File: src/rtl/lexical_path_normalizer_unit_assert.svh
// ---------------------------------------------------------------------------
// Assertion macros for the lexical path normaliser.
// They compile to nothing when SYNTHESIS is defined.
// ---------------------------------------------------------------------------
`ifndef LEXICAL_PATH_NORMALIZER_UNIT_ASSERT_SVH
`define LEXICAL_PATH_NORMALIZER_UNIT_ASSERT_SVH
`ifndef SYNTHESIS
// Same-cycle implication, checked at every rising edge outside reset.
`define LPN_ASSERT_IMP(label, clk, rst_n, pre, post) \
    label: assert property (@(posedge clk) disable iff (!rst_n) (pre) |-> (post)) \
        else $error("lpn: same-cycle check failed");
// Next-cycle implication, checked at every rising edge outside reset.
`define LPN_ASSERT_NXT(label, clk, rst_n, pre, post) \
    label: assert property (@(posedge clk) disable iff (!rst_n) (pre) |=> (post)) \
        else $error("lpn: next-cycle check failed");
`else
`define LPN_ASSERT_IMP(label, clk, rst_n, pre, post)
`define LPN_ASSERT_NXT(label, clk, rst_n, pre, post)
`endif
`endif

File: src/rtl/lpn_pkg.sv
// ---------------------------------------------------------------------------
// lpn_pkg
// Shared constants, codes and types of the lexical path normaliser.
// ---------------------------------------------------------------------------
package lpn_pkg;

    // Depth of the normalised path buffer.
    localparam int BUF_LEN = 4096;
    // Width of lengths, positions and read indexes.
    localparam int LEN_W = 12;
    // Highest position at which no byte may be written any more.
    localparam logic [LEN_W-1:0] WP_MAX = LEN_W'(BUF_LEN - 1);

    localparam logic OP_PATH = 1'b0;
    localparam logic OP_READ = 1'b1;

    localparam logic [1:0] STATUS_OK       = 2'd0;
    localparam logic [1:0] STATUS_NOT_ABS  = 2'd1;
    localparam logic [1:0] STATUS_TOO_LONG = 2'd2;

    localparam logic [7:0]  CH_SLASH    = 8'h2F;
    localparam logic [15:0] HEAD_DOT    = 16'h002E;
    localparam logic [15:0] HEAD_DOTDOT = 16'h2E2E;

    typedef enum logic [2:0] {
        ST_IDLE,
        ST_WRITE,
        ST_POP_RD,
        ST_POP_CHK,
        ST_RD_WAIT,
        ST_RESULT
    } t_state;

    // Commands from the controller to the datapath.
    typedef struct packed {
        logic accept;
        logic write_step;
        logic pop_read;
        logic pop_check;
        logic pop_done;
        logic load_result;
        logic load_read;
    } t_cmd;

    // Status from the datapath to the controller.
    typedef struct packed {
        logic plan_read;
        logic plan_writes;
        logic plan_pop;
        logic plan_result;
        logic last_write;
        logic pop_more;
        logic pop_slash;
        logic pend_result;
        logic out_free;
    } t_sts;

endpackage

File: src/rtl/lpn_ctrl.sv
// ---------------------------------------------------------------------------
// lpn_ctrl
// Sequencer of the path normaliser: accepts requests and steps the datapath
// through buffer writes, the parent-segment pop, reads and result loads.
// ---------------------------------------------------------------------------
module lpn_ctrl (
    input  logic          i_clk,
    input  logic          i_rst_n,
    input  logic          i_valid,
    output logic          o_stall,
    input  lpn_pkg::t_sts i_sts,
    output lpn_pkg::t_cmd o_cmd
);

    lpn_pkg::t_state r_state;
    lpn_pkg::t_state n_state;

    always_ff @(posedge i_clk) begin
        if (!i_rst_n) begin
            r_state <= lpn_pkg::ST_IDLE;
        end else begin
            r_state <= n_state;
        end
    end

    always_comb begin
        n_state = r_state;
        unique case (r_state)
            lpn_pkg::ST_IDLE: begin
                if (i_valid) begin
                    priority if (i_sts.plan_read) begin
                        n_state = lpn_pkg::ST_RD_WAIT;
                    end else if (i_sts.plan_writes) begin
                        n_state = lpn_pkg::ST_WRITE;
                    end else if (i_sts.plan_pop) begin
                        n_state = lpn_pkg::ST_POP_RD;
                    end else if (i_sts.plan_result) begin
                        n_state = lpn_pkg::ST_RESULT;
                    end else begin
                        n_state = lpn_pkg::ST_IDLE;
                    end
                end
            end
            lpn_pkg::ST_WRITE: begin
                if (i_sts.last_write) begin
                    n_state = i_sts.pend_result ? lpn_pkg::ST_RESULT : lpn_pkg::ST_IDLE;
                end
            end
            lpn_pkg::ST_POP_RD: begin
                if (i_sts.pop_more) begin
                    n_state = lpn_pkg::ST_POP_CHK;
                end else begin
                    n_state = i_sts.pend_result ? lpn_pkg::ST_RESULT : lpn_pkg::ST_IDLE;
                end
            end
            lpn_pkg::ST_POP_CHK: begin
                if (i_sts.pop_slash) begin
                    n_state = i_sts.pend_result ? lpn_pkg::ST_RESULT : lpn_pkg::ST_IDLE;
                end else begin
                    n_state = lpn_pkg::ST_POP_RD;
                end
            end
            lpn_pkg::ST_RD_WAIT: begin
                if (i_sts.out_free) begin
                    n_state = lpn_pkg::ST_IDLE;
                end
            end
            lpn_pkg::ST_RESULT: begin
                if (i_sts.out_free) begin
                    n_state = lpn_pkg::ST_IDLE;
                end
            end
            default: begin
                n_state = lpn_pkg::ST_IDLE;
            end
        endcase
    end

    always_comb begin
        o_cmd   = '0;
        o_stall = 1'b1;
        unique case (r_state)
            lpn_pkg::ST_IDLE: begin
                o_stall      = 1'b0;
                o_cmd.accept = i_valid;
            end
            lpn_pkg::ST_WRITE: begin
                o_cmd.write_step = 1'b1;
            end
            lpn_pkg::ST_POP_RD: begin
                o_cmd.pop_read = i_sts.pop_more;
                o_cmd.pop_done = !i_sts.pop_more;
            end
            lpn_pkg::ST_POP_CHK: begin
                o_cmd.pop_check = 1'b1;
            end
            lpn_pkg::ST_RD_WAIT: begin
                o_cmd.load_read = i_sts.out_free;
            end
            lpn_pkg::ST_RESULT: begin
                o_cmd.load_result = i_sts.out_free;
            end
            default: begin
                o_stall = 1'b1;
            end
        endcase
    end

endmodule

File: config.mk
export PLATFORM = sky130hd
export DESIGN_NAME = lpn_ctrl
export DESIGN_NICKNAME = d
export VERILOG_FILES = /design/src/rtl/lexical_path_normalizer_unit_assert.svh /design/src/rtl/lpn_pkg.sv /design/src/rtl/lpn_ctrl.sv
export SDC_FILE = /design/constraint.sdc
export NUM_CORES = 1
export LEC_CHECK = 0
export ABC_AREA = 1
export BUFFER_PORTS_ARGS = -buffer_cell sky130_fd_sc_hd__buf_4
export CORE_AREA = 2 2 39 41
export DETAILED_ROUTE_END_ITERATION = 8
export DIE_AREA = 0 0 41 43
export HOLD_SLACK_MARGIN = 0.1
export PLACE_DENSITY = 0.5
export SYNTH_ARGS = -nofsm -noshare
export SYNTH_HDL_FRONTEND = slang
export SYNTH_SLANG_ARGS = --single-unit
File: constraint.sdc
create_clock -name i_clk -period 1.2 [get_ports i_clk]
set_input_delay 0.24 -clock i_clk [delete_from_list [all_inputs] [get_ports i_clk]]
set_output_delay 0.24 -clock i_clk [all_outputs]
set_load 0.005 [all_outputs]
* Yosys cells after proc, flatten, opt, wreduce, memory -nomap -nowiden
Index checks and enable logic that the tools add are counted.
** Cells by class
- Equal/unequal tests :: 8
- Reduce and logical (&&, ||, !) cells :: 4
- Multiplexer cells :: 19
** Operators by type and width (count)
- $mux 3 :: 10
- $pmux 3 s5 :: 1
- $mux 1 :: 8
- $eq 3x2->1 const B :: 2
- $eq 3x3->1 const B :: 2
- $ne 2x2->1 const B :: 2
- $eq 3x1->1 const B :: 1
- $logic_not 3->1 :: 1
- $reduce_and 3->1 :: 1
- $ne 2x1->1 const B :: 1
- $reduce_or 2->1 :: 1
- $logic_not 1->1 :: 1
** Storage, ports and cells
- Input bits :: 12
- Output and inout bits :: 8
- Register bits :: 3

* Depth between registers and ports, before layout
- Word-level depth :: 6
- Depth in mapped cells :: 8

* Worst setup path before layout
OpenSTA, ideal clock, no wires.
- Kind :: reg-to-output
- Start point :: reg r_state[2]
- End point :: out o_cmd[0] in the netlist's numbering
- Buffers on the path :: 0
- Required time :: 960 ps
- Stages on the path, launching flop included :: 5
- Slack :: 181 ps
- Data arrival time :: 779 ps
- Path through :: dfxtp_1 > inv_1 > nor2_1 > inv_1 > nor3_1
** RTL lines
- start: declaration :: RTL line lpn_ctrl.sv:15 : lpn_pkg::t_state r_state;
- start signal: assignment :: RTL line lpn_ctrl.sv:20 : r_state <= lpn_pkg::ST_IDLE;
- start signal: assignment :: RTL line lpn_ctrl.sv:22 : r_state <= n_state;
- end: declaration :: RTL line lpn_ctrl.sv:12 : output lpn_pkg::t_cmd o_cmd

==> results_dict.tcl <==
set metrics [dict create \
    overflow 0 \
    totalWireLength_um 1050 \
    drv_cap 0 \
    cts.clk_slew.worst_paths_ns 0.04 \
    n_antenna_cell 0 \
    ys_warn_count 0 \
    core_sq_um 1380 \
    min_period_ns 1.29 \
    p_per_area_nw_per_um2 1010 \
    start_util_pct 23.8 \
    fillCellCount 147 \
    finalHoldViolCount 0 \
    cts-root-buf "clkbuf_4" \
    grt_pass1_vias 439 \
    path_max_fanout 3 \
    multi_input_area_sq_um 262 \
    violations "setup timing" \
    tightest_slew_ns 0.141 \
    avgSynthCellArea_sq_um 5.14 \
    seq_area_sq_um 71.3 \
    cp-start-kind "flip-flop" \
    first_iter_violations 8 \
    syn2layout_area_growth_pct 98.1 \
    vias 487 \
    grt_pass1_wl_um 1690 \
    drt_first_pass_iters 4 \
    cts_tree "yes" \
    drive_gt1_share_pct 53.8 \
    hold_buffers 0 \
    grt_setup_unrepaired "true" \
    place_hpwl_um 726 \
    syn_nets 76 \
    synth_seq_cells 3 \
    r2r_slack_ns 0.05 \
    syn_inst 64 \
    cp.required_ns 0.96 \
    grt_max_degree 5 \
    peakVddDrop_v 0.000441 \
    synth_compound_area_share_pct 4.18 \
    cp-endpoint "o_cmd[5]" \
    synthXorXnorAreaFrac_pct 0 \
    fmax_mhz 777 \
    finalMaxSlewViolations 0 \
    antenna_found_initial 0 \
    synthSimpleGateAreaFrac_pct 59.3 \
    die_w_um 41 \
    fin_crit_sh_pct 107 \
    final_net_count 106 \
    die_area_sq_um 1760 \
    boundaryPins 20 \
    synth_cell_type_count 13 \
    place_congestion 0.684 \
    rows 14 \
    leakagePower_uw 0.000362 \
    crit_type "reg -> out" \
    r2r_start "r_state[2]" \
    fin_ws_ns -0.0870 \
    reg2reg_depth 8 \
    critPathArrivalTime_ns 1.05 \
    setup_viol 8 \
    drc 0 \
    reg_top3 "r_state (3)" \
    wl_per_cell_um 9.66 \
    h-tree-depth 1 \
    critPathLaunch "r_state[2]" \
    relSlewSlack_pct 90.6 \
    whs_ns 0.284 \
    top_register "r_state" \
    dieHeight_um 43 \
    status "complete, but fails checks" \
    r2r-end "r_state[2]" \
    detail-route-antenna-nets 0 \
    clk_path_buf_depth 2 \
    synth_area_sq_um 329 \
    hold_class "in -> reg" \
    io_buffers 19 \
    cts_sinks 3 \
    skew_ns 0.00228 \
    synth_top_family_by_area "simple AND/OR/NAND/NOR gates" \
    insertion_delay_ns 0.24 \
    synth-seq-area-share_pct 18.3 \
    post-place-ws_ns 0.0252 \
    largest_reg_flops 3 \
    synth_fa_ha_area_share_pct 0 \
    min_from "i_rst_n" \
    grt_use_total_pct 13.8 \
    cp-end-kind "primary output" \
    muxShareOfSynthArea_pct 0 \
    numCtsBuffers 3 \
    vias_per_cell 4.47 \
]
-- power by group --
part | total (uW) | leakage (uW) | internal, uW | switching, uW
Combinational | 342 | 0.000320 | 170 | 172
Clock | 185 | 0.0000150 | 125 | 59.7
Sequential | 134 | 0.0000267 | 114 | 20.4
-- how the worst min path moves through the flow --
stage	to	cells after the start	slack [ns]
after floorplan	r_state[0]	2	0.40
after global placement	r_state[1]	3	0.50
after detailed placement	r_state[0]	3	0.50
after CTS	r_state[1]	3	0.26
after global routing	r_state[0]	3	0.30
final	r_state[1]	3	0.28
-- synthesized netlist by cell type, drive strengths merged --
library cell	instances	area share, %
inv	16	18
nand2	16	19
dfxtp	3	18
nand3	9	14
nor3	4	7.6
nand4	2	3.8
a21oi	2	4.2
nor2	12	15
-- cell usage in the layout, fill, tap and decap left out --
cell / count
buf_12: 1
clkbuf_4: 3
nor2_1: 7
nor3_2: 3
nand2_4: 1
nand2_1: 13
nor2_4: 2
inv_2: 3
clkbuf_1: 1
nor3_4: 1
nand3_1: 9
buf_6: 2
inv_4: 2
inv_1: 11
nand4_1: 2
dfxtp_4: 3
nand2_2: 2
buf_4: 22
a21oi_2: 2
nor2_2: 3
-- worst max-delay path: stages (launching register included) --
cell     delay, ns
dfxtp_4       0.35
buf_4         0.16
nor3_2        0.17
buf_4         0.13
-- cell type report --
cell class              count  share of cell area, %
clock buffers               4                   4.03
inverters                  16                   9.98
multi-input cells          45                   40.1
flip-flops and latches      3                   10.9
well taps                  16                   3.07
repair buffers             25                   31.9
-- per-layer routing --
metal / share of wire (%) / vias to the layer above / GRT usage (%)
met5: 0 / - / 0
met4: 0 / 0 / 8.00
met3: 3.0 / 0 / 2.09
met2: 55 / 7 / 20.6
met1: 42 / 226 / 17.9
li1: - / 254 / -
-- stage by stage --
step / util, % / power [uW] / cell area [sq um] / cells / TNS [ns]
after detailed placement: 36.1 / 360 / 499 / 100 / 0
after CTS: 44.6 / 604 / 617 / 107 / -0.538
after global placement: 36.1 / 362 / 499 / 100 / 0
after global routing: 47.1 / 714 / 652 / 109 / -1.00
after floorplan: - / 262 / 329 / 64 / 0
final: 47.1 / 661 / 652 / 109 / -0.533
-- logic make-up (layout without fill, tap and decap cells) --
logic type / count (synthesis) / after routing
compound gates: 2 / 2
buf+inv: 16 / 45
flops: 3 / 3
simple gates: 43 / 43
-- repair_timing --
| action | CTS | global route |
|---|---|---|
| gates resized for setup | 18 | 7 |
| pin swaps | 5 | 4 |
| setup buffers | 3 | 2 |
| endpoints found under the setup margin | 8 | 11 |
No activity file was read; power rests on OpenSTA's default activity.
